**src/design/vlbs_pkg.sv**
```systemverilog
package vlbs_pkg;

    localparam int ELEMS = 12;
    localparam int LANES_MAX = 4;
    localparam logic [17:0] WEIGHT_STOP = 18'd32736;

    typedef struct packed {
        logic                 is_load;
        logic                 ld_ok;
        logic [7:0]           slot;
        logic [3:0]           elem;
        logic [2:0][31:0]     pos;
        logic [3:0][7:0]      jnt;
        logic [3:0][15:0]     wgt;
        logic [3:0]           take;
        logic                 taken;
    } vlbs_item_t;

    function automatic logic [31:0] sat32(input logic signed [63:0] v);
        logic [31:0] r;
        if (v > 64'sd2147483647)
            r = 32'h7fff_ffff;
        else if (v < -64'sd2147483648)
            r = 32'h8000_0000;
        else
            r = v[31:0];
        return r;
    endfunction

endpackage

```
**src/design/vlbs_front.sv**
```systemverilog
module vlbs_front #(
    parameter int MAX_JOINTS = 64,
    parameter int INFLUENCES = 4
) (
    input  logic                clk,
    input  logic                rst_n,
    input  logic [6:0]          joint_count,
    input  logic                in_valid,
    output logic                in_ready,
    input  logic [191:0]        in_data,
    input  logic                in_kind,
    output logic                q_valid,
    input  logic                q_ready,
    output vlbs_pkg::vlbs_item_t q_item
);

    localparam int NL = (INFLUENCES < vlbs_pkg::LANES_MAX) ? INFLUENCES : vlbs_pkg::LANES_MAX;
    localparam logic [8:0] MAXJ = 9'(MAX_JOINTS);

    vlbs_pkg::vlbs_item_t item;
    vlbs_pkg::vlbs_item_t qmem_reg [4];
    logic [1:0] wr_ptr_reg, wr_ptr_next;
    logic [1:0] rd_ptr_reg, rd_ptr_next;
    logic [2:0] cnt_reg, cnt_next;
    logic       push, pop;

    always_comb
    begin
        logic [7:0]  slot;
        logic [7:0]  elem;
        logic [7:0]  j;
        logic [15:0] w;
        logic [17:0] wsum;
        logic        stop;
        logic        jok;
        item = '0;
        wsum = '0;
        stop = 1'b0;
        slot = in_data[103:96];
        elem = in_data[111:104];
        item.is_load = !in_kind;
        item.ld_ok = !slot[7] && ({1'b0, slot} < MAXJ) && !elem[7]
                     && (elem[6:0] < 7'(vlbs_pkg::ELEMS));
        item.slot = slot;
        item.elem = elem[3:0];
        item.pos[0] = in_data[31:0];
        item.pos[1] = in_data[63:32];
        item.pos[2] = in_data[95:64];
        for (int k = 0; k < vlbs_pkg::LANES_MAX; k++)
        begin
            j = in_data[96 + 8*k +: 8];
            w = in_data[128 + 16*k +: 16];
            jok = (k < NL) && !j[7] && (j[6:0] < joint_count) && ({2'b0, j[6:0]} < MAXJ);
            if ((w != 16'd0) && jok && !stop)
            begin
                item.take[k] = 1'b1;
                item.jnt[k] = j;
                item.wgt[k] = w;
                wsum = wsum + 18'(w);
                stop = (wsum >= vlbs_pkg::WEIGHT_STOP);
            end
        end
        item.taken = |item.take;
    end

    assign in_ready = (cnt_reg != 3'd4);
    assign push = in_valid && in_ready;
    assign q_valid = (cnt_reg != 3'd0);
    assign pop = q_valid && q_ready;
    assign q_item = qmem_reg[rd_ptr_reg];

    always_comb
    begin
        wr_ptr_next = push ? wr_ptr_reg + 2'd1 : wr_ptr_reg;
        rd_ptr_next = pop ? rd_ptr_reg + 2'd1 : rd_ptr_reg;
        cnt_next = cnt_reg + {2'b0, push} - {2'b0, pop};
    end

    always_ff @(posedge clk)
    begin
        if (push)
        begin
            qmem_reg[wr_ptr_reg] <= item;
        end
    end

    always_ff @(posedge clk or negedge rst_n)
    begin
        if (!rst_n)
        begin
            wr_ptr_reg <= '0;
            rd_ptr_reg <= '0;
            cnt_reg <= '0;
        end
        else
        begin
            wr_ptr_reg <= wr_ptr_next;
            rd_ptr_reg <= rd_ptr_next;
            cnt_reg <= cnt_next;
        end
    end

endmodule

```
**config.mk**
```make
export PLATFORM = sky130hd
export DESIGN_NAME = vlbs_front
export DESIGN_NICKNAME = d
export VERILOG_FILES = /design/src/design/vlbs_pkg.sv /design/src/design/vlbs_front.sv
export SDC_FILE = /design/constraint.sdc
export NUM_CORES = 1
export LEC_CHECK = 0
export BUFFER_PORTS_ARGS = -buffer_cell sky130_fd_sc_hd__buf_2
export CORE_MARGIN = 1
export CORE_UTILIZATION = 35
export CTS_BUF_LIST = sky130_fd_sc_hd__clkbuf_4 sky130_fd_sc_hd__clkbuf_8 sky130_fd_sc_hd__clkbuf_16
export CTS_CLUSTER_DIAMETER = 60
export DETAILED_ROUTE_END_ITERATION = 7
export GPL_ROUTABILITY_DRIVEN = 1
export HOLD_SLACK_MARGIN = 0.12
export SYNTH_ARGS = -nofsm -noshare
export SYNTH_HDL_FRONTEND = slang
export SYNTH_SLANG_ARGS = --single-unit
export TNS_END_PERCENT = 50
```
**constraint.sdc**
```tcl
create_clock -name clk -period 7.1 [get_ports clk]
set_input_delay 0.355 -clock clk [delete_from_list [all_inputs] [get_ports clk]]
set_output_delay 0.355 -clock clk [all_outputs]
set_load 0.005 [all_outputs]
```
==> metrics.md, run 1 <==
| Metric | Value |
|---|---|
| Outcome | finished, final reports clean |
| Tot GR Track Use | 17.51% |
| Via count | 19050 |
| Seq/Total Area, Yosys | 73.80% |
| Routed WL | 88450 um |
| CP Max Fanout | 24 |
| First-pass GRT wire length | 128900 um |
| Routed len/inst | 23.73 um |
| Largest net degree at the start of global routing | 129 |
| Slowest cell on crit path | dlygate4sd3_1 |
| Post-synthesis area per instance | 20.14 um2 |
| WP data required | 7.48 ns |
| Post-CTS setup buffers | 0 |
| Commonest non-fill, non-tap cell in the layout | edfxtp_1 |
| Min Tclk post-route | 6.601 ns |
| Setup violators final | 0 |
| Die area | 0.1001 mm2 |
| Leakage | 15.30 nW |
| Pint | 0.01148 W |
| Vias in the first global route | 20110 |
| Area growth, synth to finish | 24.68% |
| Final Hold Violating Endpoints | 0 |
| Mapped cell area | 0.03458 mm2 |
| Register area | 0.02553 mm2 |
| Crit. End Element | flip-flop |
| Top-Level Pins | 417 |
| Cell count after synthesis | 1717 |
| Initial antenna violation count | 12 |
| VDD IR max | 382.0 uV |
| Placeable Area | 0.09728 mm2 |
| RD Place Congestion | 0.8999 |
| DRC violations left | 0 |
| F_max | 0.1515 GHz |
| Final core utilization | 44.32% |
| Setup TNS | 0 ns |
| Worst slew pin tran | 1.231 ns |
| Final period util | 92.98% |
| Max-Cap Viols | 0 |
| Yosys cell types | 76 |
| Post-synth EDFFs | 844 |
| Post-DRT Antenna Nets | 0 |
| FF+latch count, synth | 851 |
| Sink Count | 851 |
| Initial Utilization | 35.54% |
| Worst Hold Class | input port to flip-flop |
| Most used cell, CP | ha_1 |
| CTS tree | yes |
| Fin area | 0.04311 mm2 |
| Crit Path Category | input port to flip-flop |
| Syn. warnings | 0 |
| Share of cells above drive strength 1 | 34.29% |
| Die Y | 316.3 um |
| Cell Pwr Density | 376.2 mW/mm2 |
| Crit path DAT | 6.98 ns |
| CTS Buf Count | 93 |
| Hold_ws | 0.1687 ns |
| DP Area | 0.03836 mm2 |
| DR vias/cell | 5.110 |
| Fillers | 8414 |
| Worst Skew | 0.01462 ns |
| Number of flip-flops in the largest register | 844 |
| NumNets Final | 2634 |
| P_sw | 0.004733 W |
| Sequential cell fraction of total power | 42.6% |
| Die extent in x | 316.3 um |
| Clock Power Share | 29.7% |
| Sw frac | 29.19% |
| Detailed Route Iter0 Violations | 1399 |
| # rows | 114 |
| Number of I/O port buffers | 416 |
| Ys flop type | edfxtp_1 |
| Startpoint types | input port |
| CTS Buffer Depth | 3 |
| Comb power frac | 27.7% |
| H-tree Lvls | 3 |
| Max-slew violation count | 0 |
| Dpl hpwl | 56560 um |
| Multi-input gate area | 0.008702 mm2 |
| Global route overflow | 0 |
| RSZ-0062 raised after global routing | false |
| DRT Pass-1 Iters | 5 |
| Rel. slew slack | 17.92% |
| Clock-pin slew on the worst setup and hold paths | 0.05 ns |
| CTS Root Cell | clkbuf_16 |
| Max incr delay on CP | 0.53 ns |
| Most frequent cells in the layout | edfxtp_1 (844), buf_2 (416), mux4_2 (211) |
| Worst skew pair latency | 0.67 ns |
| FFs w/ async S/R, synth | 0.8226% |
==> power by group through the flow <==
stage	Combinational, W	Clock [W]	Sequential (W)
final	0.00450	0.00481	0.00690
after floorplan	0.00266	0	0.00702
after global placement	0.00454	0	0.00697
after detailed placement	0.00455	0	0.00703
after CTS	0.00465	0.00494	0.00693
after global routing	0.00487	0.00512	0.00699
==> timing repair <==
item,4_1_cts,5_1_grt
setup endpoints to repair,0,96
hold endpoints to repair,639,0
hold buffers,162,0
resized for setup,0,5
==> area by class of cell <==
class / instances / share of cell area (%)
antenna: 5 / 0.02902
timing repair buffer: 606 / 9.252
multi-input combinational: 769 / 20.19
inverter: 48 / 0.4179
clock buffer: 111 / 5.712
tap: 1276 / 3.703
clock inverter: 62 / 1.489
sequential: 851 / 59.21
==> synthesized netlist by cell type (all sizes together) (31+ instances only) <==
cell type,n,area [um2]
clkbuf,39,146.4
a211oi,36,297.8
buf,41,191.4
ha,59,738.2
edfxtp,844,25340
mux4,211,4752
inv,48,180.2
nand3,31,160.1
nand2,53,198.9
a21oi,52,260.3
and2,46,287.8
==> kinds of logic after synthesis <==
kind of cell,share of synthesized area [%]
xor gates and xnor gates,0.7563
muxes,13.81
other,0.01085
buffers and inverters,1.498
AOI/OAI and AO/OA,4.208
adders and majority gates,2.280
and+or+nand+nor,3.633
DFF,73.80
==> path summary, 6_finish.rpt <==
path / from / to / slack (ns) / depth (start not counted)
worst min register to register: cnt_reg[2] / cnt_reg[2] / 0.54 / 1
max in group asynchronous: rst_n / rd_ptr_reg[1] / 6.07 / 3
worst min-delay path: in_data[174] / qmem_reg[2][51] / 0.17 / 3
worst max-delay path: in_data[98] / qmem_reg[0][0] / 0.50 / 26
min in group asynchronous: rst_n / rd_ptr_reg[0] / 0.73 / 3
worst max register to register: cnt_reg[1] / qmem_reg[1][33] / 4.48 / 4
==> worst max-delay path, delay by kind of cell <==
family / cells / cell delay [ns]
and+or+nand+nor: 7 / 2.07
adders and majority gates: 3 / 1.11
buffers and inverters: 4 / 1.10
AOI/OAI and AO/OA: 12 / 2.31
==> stage by stage <==
stage                     instances  setup WS (ns)  power (W)
after floorplan                1748         0.9271   0.009676
after global placement         3388         0.4045    0.01151
after detailed placement       3388         0.2228    0.01157
after CTS                      3723         0.4581    0.01651
after global routing           3727        0.07863    0.01697
final                          3728         0.4987    0.01622
==> routing by layer <==
metal	part of all wire, %	routed length (um)	up-vias	track usage (%)
met5	0.040	35	-	0
met1	41	36050	9847	22.27
met2	50	44050	640	29.48
met3	6.7	5967	123	4.035
met4	2.7	2350	6	5.955
li1	-	-	8435	-
Note: power is estimated with default switching activity, not from simulation.
==> run 2, diff against run 1 <==
--- a/config.mk
+++ b/config.mk
@@ -5,6 +5,7 @@
 export SDC_FILE = /design/constraint.sdc
 export NUM_CORES = 1
 export LEC_CHECK = 0
+export ABC_AREA = 1
 export BUFFER_PORTS_ARGS = -buffer_cell sky130_fd_sc_hd__buf_2
 export CORE_MARGIN = 1
 export CORE_UTILIZATION = 35
==> metrics.md, run 2 <==
| Metric | Value |
|---|---|
| Dpl hpwl | 56990 um (+0.76%) |
| # rows | 115 (+0.88%) |
| Vias in the first global route | 22830 (+14%) |
| Max incr delay on CP | 0.54 ns (about the same) |
| Die Y | 316.8 um (+0.16%) |
| Top-Level Pins | 417 (unchanged) |
| F_max | 0.1643 GHz (+8.5%) |
| Startpoint types | input port |
| DRC violations left | 0 (unchanged) |
| Rel. slew slack | 12.49% (-5.4 points) |
| Crit Path Category | input port to flip-flop |
| CTS Buf Count | 97 (+4.3%) |
| Register area | 0.02553 mm2 (unchanged) |
| Mapped cell area | 0.03469 mm2 (+0.32%) |
| FFs w/ async S/R, synth | 0.8226% (unchanged) |
| Die extent in x | 316.8 um (+0.16%) |
| CTS Buffer Depth | 3 (unchanged) |
| Setup violators final | 0 (unchanged) |
| Share of cells above drive strength 1 | 18.52% (-16 points) |
| First-pass GRT wire length | 137900 um (+7.0%) |
| Final period util | 85.70% (-7.3 points) |
| Post-DRT Antenna Nets | 0 (unchanged) |
| Most used cell, CP | nand2_1 |
| Fin area | 0.04315 mm2 (about the same) |
| Ys flop type | edfxtp_1 |
| RD Place Congestion | 0.9537 (+6.0%) |
| Min Tclk post-route | 6.085 ns (-0.5163 ns) |
| Max Used Layer | met5 |
| FF+latch count, synth | 851 (unchanged) |
| Non-Filler Instances | 4704 (+26%) |
| Crit path DAT | 6.55 ns (-0.43 ns) |
| CP Max Fanout | 24 (unchanged) |
| WP data required | 7.56 ns (+0.08 ns) |
| Tot GR Track Use | 18.29% (+0.78 points) |
| Slowest cell on crit path | dlygate4sd3_1 |
| Placeable Area | 0.09828 mm2 (+1.0%) |
| DR vias/cell | 5.016 (-1.8%) |
| Die area | 0.1004 mm2 (+0.32%) |
| Worst reg-to-reg path cell count | 6 (+2) |
| Outcome | finished, final reports clean |
| Cell count after synthesis | 2741 (+60%) |
| Max-Cap Viols | 0 (unchanged) |
| Fillers | 8947 (+6.3%) |
| Worst skew pair latency | 0.68 ns (about the same) |
| Synth top area cells | edfxtp_1 (73%), o21ai_0 (6.4%), nor2_1 (5.9%) |
| Sink Count | 851 (unchanged) |
| Leakage | 15.83 nW (+3.5%) |
| Min-Delay Endpoint | qmem_reg[0][17] |
| Share of the synthesized area in the top cell type | 73.07% (-0.23 points) |
| Routed wl met2 | 45660 um (+3.6%) |
| CTS tree | yes |
| Yosys cell types | 44 (-42%) |
| Post-CTS setup buffers | 0 (unchanged) |
| NumNets Final | 3593 (+36%) |
| Number of flip-flops in the largest register | 844 (unchanged) |
| Post-synth EDFFs | 844 (unchanged) |
| Wl on met1 | 39810 um (+10%) |
| Area growth, synth to finish | 24.40% |
| Crit. End Element | flip-flop |
| Clock-pin slew on the worst setup and hold paths | 0.05 ns (about the same) |
| Final Hold Violating Endpoints | 0 (unchanged) |
| CTS Root Cell | clkbuf_16 |
| Largest net degree at the start of global routing | 196 (+52%) |
| DRT Pass-1 Iters | 5 (unchanged) |
| Placed insts | 4350 (+28%) |
| Count leader, synth | edfxtp_1 |
| Detailed Route Iter0 Violations | 1714 (+23%) |
| Routed WL | 94510 um (+6.8%) |
| R2r setup slk | 3.92 ns (-0.56 ns) |
| H-tree Lvls | 3 (unchanged) |
| Cell Pwr Density | 404.9 mW/mm2 (+7.6%) |
| Via count | 23600 (+24%) |
| Routed wl met3 | 6271 um (+5.1%) |
| Worst Skew | 0.02700 ns (+0.01237 ns) |
| VDD IR max | 342.3 uV (-10%) |
| Number of I/O port buffers | 416 (unchanged) |
| Routed len/inst | 20.09 um (-15%) |
| Worst r2r dst | qmem_reg[3][61] |
| Initial Utilization | 35.30% (-0.25 points) |
| Design Power | 0.01747 W (+7.7%) |
| Global route overflow | 0 (unchanged) |
| Worst Hold Class | input port to flip-flop |
| Initial antenna violation count | 6 (-6) |
| Hold_ws | 0.1697 ns (+0.001010 ns) |
| Commonest cells post-synth | edfxtp_1 (844), nor2_1 (548), o21ai_0 (444), o22ai_1 (211), inv_1 (162) |
| Syn. warnings | 0 (unchanged) |
| Most frequent cells in the layout | edfxtp_1 (844), nor2_1 (544), o21ai_0 (444) |
| Worst R2R Start | cnt_reg[1] |
| Post-synth top area cell | edfxtp_1 |
| Multi-input gate area | 0.008094 mm2 (-7.0%) |
| Worst slew pin tran | 1.313 ns (+0.08131 ns) |
| Max-slew violation count | 0 (unchanged) |
| DP Area | 0.03820 mm2 (-0.43%) |
| Hold wc startpoint | in_data[140] |
| Post-synthesis area per instance | 12.65 um2 (-37%) |
| Seq/Total Area, Yosys | 73.57% (-0.23 points) |
| Worst hold path depth | 3 (unchanged) |
| RSZ-0062 raised after global routing | false |
| Commonest non-fill, non-tap cell in the layout | edfxtp_1 |
## run 2: through the flow
stage	utilization, %	setup slack (ns)	setup TNS [ns]
detailed placement	38.87	0.8195	0
CTS	43.90	1.102	0
global route	43.90	0.3704	0
finish	43.91	1.015	0
global placement	38.87	1.010	0
floorplan	-	-3.203	-2703.15
## run 2: worst max-delay path by stage
stage | startpoint | end | slack [ns]
2_1_floorplan | cnt_reg[1] | qmem_reg[0][0] | -3.20
3_3_place_gp | joint_count[6] | qmem_reg[3][95] | 1.01
3_5_place_dp | joint_count[6] | qmem_reg[3][64] | 0.82
4_1_cts | in_data[102] | qmem_reg[1][64] | 1.10
5_1_grt | in_data[102] | qmem_reg[3][59] | 0.37
6_report | in_data[102] | qmem_reg[3][64] | 1.02
## run 2: area by class of cell
cell class                 instances  area share [%]
multi-input combinational       1607           18.76
timing repair buffer             608           9.273
sequential                       851           59.16
inverter                         163           1.447
clock inverter                    70           1.702
tap                             1287           3.732
clock buffer                     113           5.903
antenna                            5         0.02900
## run 2: layer usage
| layer | vias to the layer above | GRT usage [%] |
|---|---|---|
| li1 | 11180 | - |
| met5 | - | 0 |
| met1 | 11560 | 23.02 |
| met2 | 692 | 30.39 |
| met3 | 160 | 4.461 |
| met4 | 2 | 6.938 |
## run 2: kinds of logic after synthesis
group / after synthesis / share of synthesized area, %
compound gates: 715 / 11.27
xor+xnor: 10 / 0.2525
fa+ha+maj: 61 / 2.244
buf+inv: 314 / 3.517
flops: 851 / 73.57
simple gates: 789 / 9.137
other cells: 1 / 0.01081
## run 2: power breakdown
part           total [W]  switching, W  internal, W  leakage, nW
logic            0.00551       0.00378      0.00173         6.48
registers        0.00696      0.000255      0.00670         7.73
clock network    0.00501       0.00206      0.00295         1.62
total             0.0175       0.00609       0.0114         15.8
## run 2: worst max-delay path: cells and delay by family
family | cells | cell delay (ns)
simple gates | 15 | 2.39
compound gates | 8 | 1.87
fa+ha+maj | 3 | 0.92
buf+inv | 3 | 0.78
xor+xnor | 1 | 0.19
## run 2: repair_timing
action | in CTS | in global routing
hold buffers | 166 | 0
resized for setup | 0 | 0
endpoints found under the setup margin | 0 | 0
endpoints found under the hold margin | 666 | 0
==> run 3, diff against run 2 <==
==> constraint.sdc (replaced) <==
create_clock -name clk -period 7.3 [get_ports clk]
set_input_delay 0.365 -clock clk [delete_from_list [all_inputs] [get_ports clk]]
set_output_delay 0.365 -clock clk [all_outputs]
set_load 0.1 [all_outputs]
==> metrics.md, run 3 (synthesis results as in run 2) <==
| Metric | Value |
|---|---|
| Tot GR Track Use | 18.32% (+0.027 points) |
| DRC violations left | 0 (unchanged) |
| Dpl hpwl | 58310 um (+2.3%) |
| Sink Count | 851 (unchanged) |
| Via count | 23520 (-0.31%) |
| H-tree Lvls | 3 (unchanged) |
| Outcome | finished, final reports clean |
| Non-Filler Instances | 4668 (-0.77%) |
| Initial antenna violation count | 5 (-1) |
| Initial Utilization | 35.30% (unchanged) |
| First-pass GRT wire length | 137700 um (-0.12%) |
| Placed insts | 4351 (+0.023%) |
| Final core utilization | 43.45% (-0.46 points) |
| Max incr delay on CP | 0.54 ns (about the same) |
| Largest net degree at the start of global routing | 131 (-33%) |
| Global route overflow | 0 (unchanged) |
| Crit Path Category | input port to flip-flop |
| CP Max Fanout | 24 (unchanged) |
| Post-DRT Antenna Nets | 0 (unchanged) |
| Area growth, synth to finish | 23.10% |
| Worst skew pair latency | 0.67 ns (about the same) |
| # rows | 115 (unchanged) |
| WP data required | 7.75 ns (+0.19 ns) |
| Fin area | 0.04270 mm2 (-1.0%) |
| Number of I/O port buffers | 416 (unchanged) |
| Most frequent cells in the layout | edfxtp_1 (844), nor2_1 (544), o21ai_0 (444) |
| Placeable Area | 0.09828 mm2 (unchanged) |
| Die extent in x | 316.8 um (unchanged) |
| DRT Pass-1 Iters | 5 (unchanged) |
| RD Place Congestion | 0.9528 (about the same) |
| Final period util | 83.68% |
| Post-CTS setup buffers | 0 (unchanged) |
| DR vias/cell | 5.039 (+0.46%) |
| CTS Hold Bufs | 141 (-15%) |
| Commonest non-fill, non-tap cell in the layout | edfxtp_1 |
| CTS Buffer Depth | 3 (unchanged) |
| Crit. End Element | flip-flop |
| NumNets Final | 3567 (-0.72%) |
| Die area | 0.1004 mm2 (unchanged) |
| Worst slew pin tran | 1.120 ns (-0.1924 ns) |
| Final Hold Violating Endpoints | 0 (unchanged) |
| Routed len/inst | 20.40 um (+1.5%) |
| Die Y | 316.8 um (unchanged) |
| Max-slew violation count | 0 (unchanged) |
| Top-Level Pins | 417 (unchanged) |
| DP Area | 0.03819 mm2 (about the same) |
| Share of cells above drive strength 1 | 18.64% (+0.12 points) |
| Number of flip-flops in the largest register | 844 (unchanged) |
| CTS tree | yes |
| Clock-pin slew on the worst setup and hold paths | 0.06 ns (about the same) |
| CTS Root Cell | clkbuf_16 |
| Worst Skew | 0.02308 ns (-0.003917 ns) |
| Post-CTS Resized | 0 (unchanged) |
| Most used cell, CP | nand2_1 |
| Detailed Route Iter0 Violations | 1834 (+7.0%) |
| Max-Cap Viols | 0 (unchanged) |
| Worst Hold Class | input port to flip-flop |
| CTS Buf Count | 95 (-2.1%) |
| Rel. slew slack | 25.32% (+13 points) |
| F_max | 0.1637 GHz |
| Slowest cell on crit path | dlygate4sd3_1 |
| R2r setup slk | 4.21 ns (+0.29 ns) |
| Crit path DAT | 6.56 ns (about the same) |
| RSZ-0062 raised after global routing | false |
| Startpoint types | input port |
| Setup violators final | 0 (unchanged) |
| Routed WL | 95240 um (+0.77%) |
| Min Tclk post-route | 6.109 ns |
| Vias in the first global route | 22410 (-1.8%) |
## run 3: changes by cell type in the layout (fill, tap and decap cells not counted), sizes merged
cell	change
buf	+1
bufinv	-2
clkbuf	+2
clkinv	-3
diode	-3
dlygate4sd3	-25
inv	-6
## run 3: critical path: cells and delay by family
family,cells,cell delay (ns)
adder cells (fa/ha/maj),3,0.91
XOR/XNOR,1,0.19
AND/OR/NAND/NOR,15,2.41
AO/OA/AOI/OAI,8,1.83
buffers and inverters,3,0.82
## run 3: metal layers
layer / global-route usage [%] / wire, um / vias up
met2: 30.11 / 45350 / 708
met1: 23.38 / 40120 / 11540
li1: - / - / 11110
met5: 0 / 22 / -
met3: 4.552 / 6805 / 160
met4: 6.720 / 2937 / 4
## run 3: final cells by class
cell class	count	area, um2
multi-input combinational	1607	8094
clock buffer	115	2545
timing repair buffer	584	3746
clock inverter	59	549.3
antenna	2	5.005
tap	1287	1610
fill	9005	55570
inverter	163	624.3
sequential	851	25530
## run 3: final timing paths
kind / start / end / cells past startpoint
min in group asynchronous: rst_n / rd_ptr_reg[0] / 3
setup reg to reg: cnt_reg[1] / qmem_reg[1][119] / 6
setup / recovery: in_data[102] / qmem_reg[1][55] / 30
hold / removal: in_data[169] / qmem_reg[3][46] / 3
max in group asynchronous: rst_n / rd_ptr_reg[1] / 3
hold reg to reg: cnt_reg[0] / cnt_reg[0] / 1
## run 3: stage by stage
stage | setup WS [ns] | hold WS, ns | TNS, ns
6_report | 1.191 | 0.1714 | 0
5_1_grt | 0.6374 | 0.1515 | 0
4_1_cts | 1.309 | 0.1208 | 0
3_5_place_dp | 1.126 | 0.2109 | 0
3_3_place_gp | 1.340 | 0.2096 | 0
2_1_floorplan | -0.4195 | 0.06941 | -354.02
Power of run 3 is left out: the tool's default activity adds up to more than one toggle a clock period on the data nets, which glitch-free logic cannot reach.
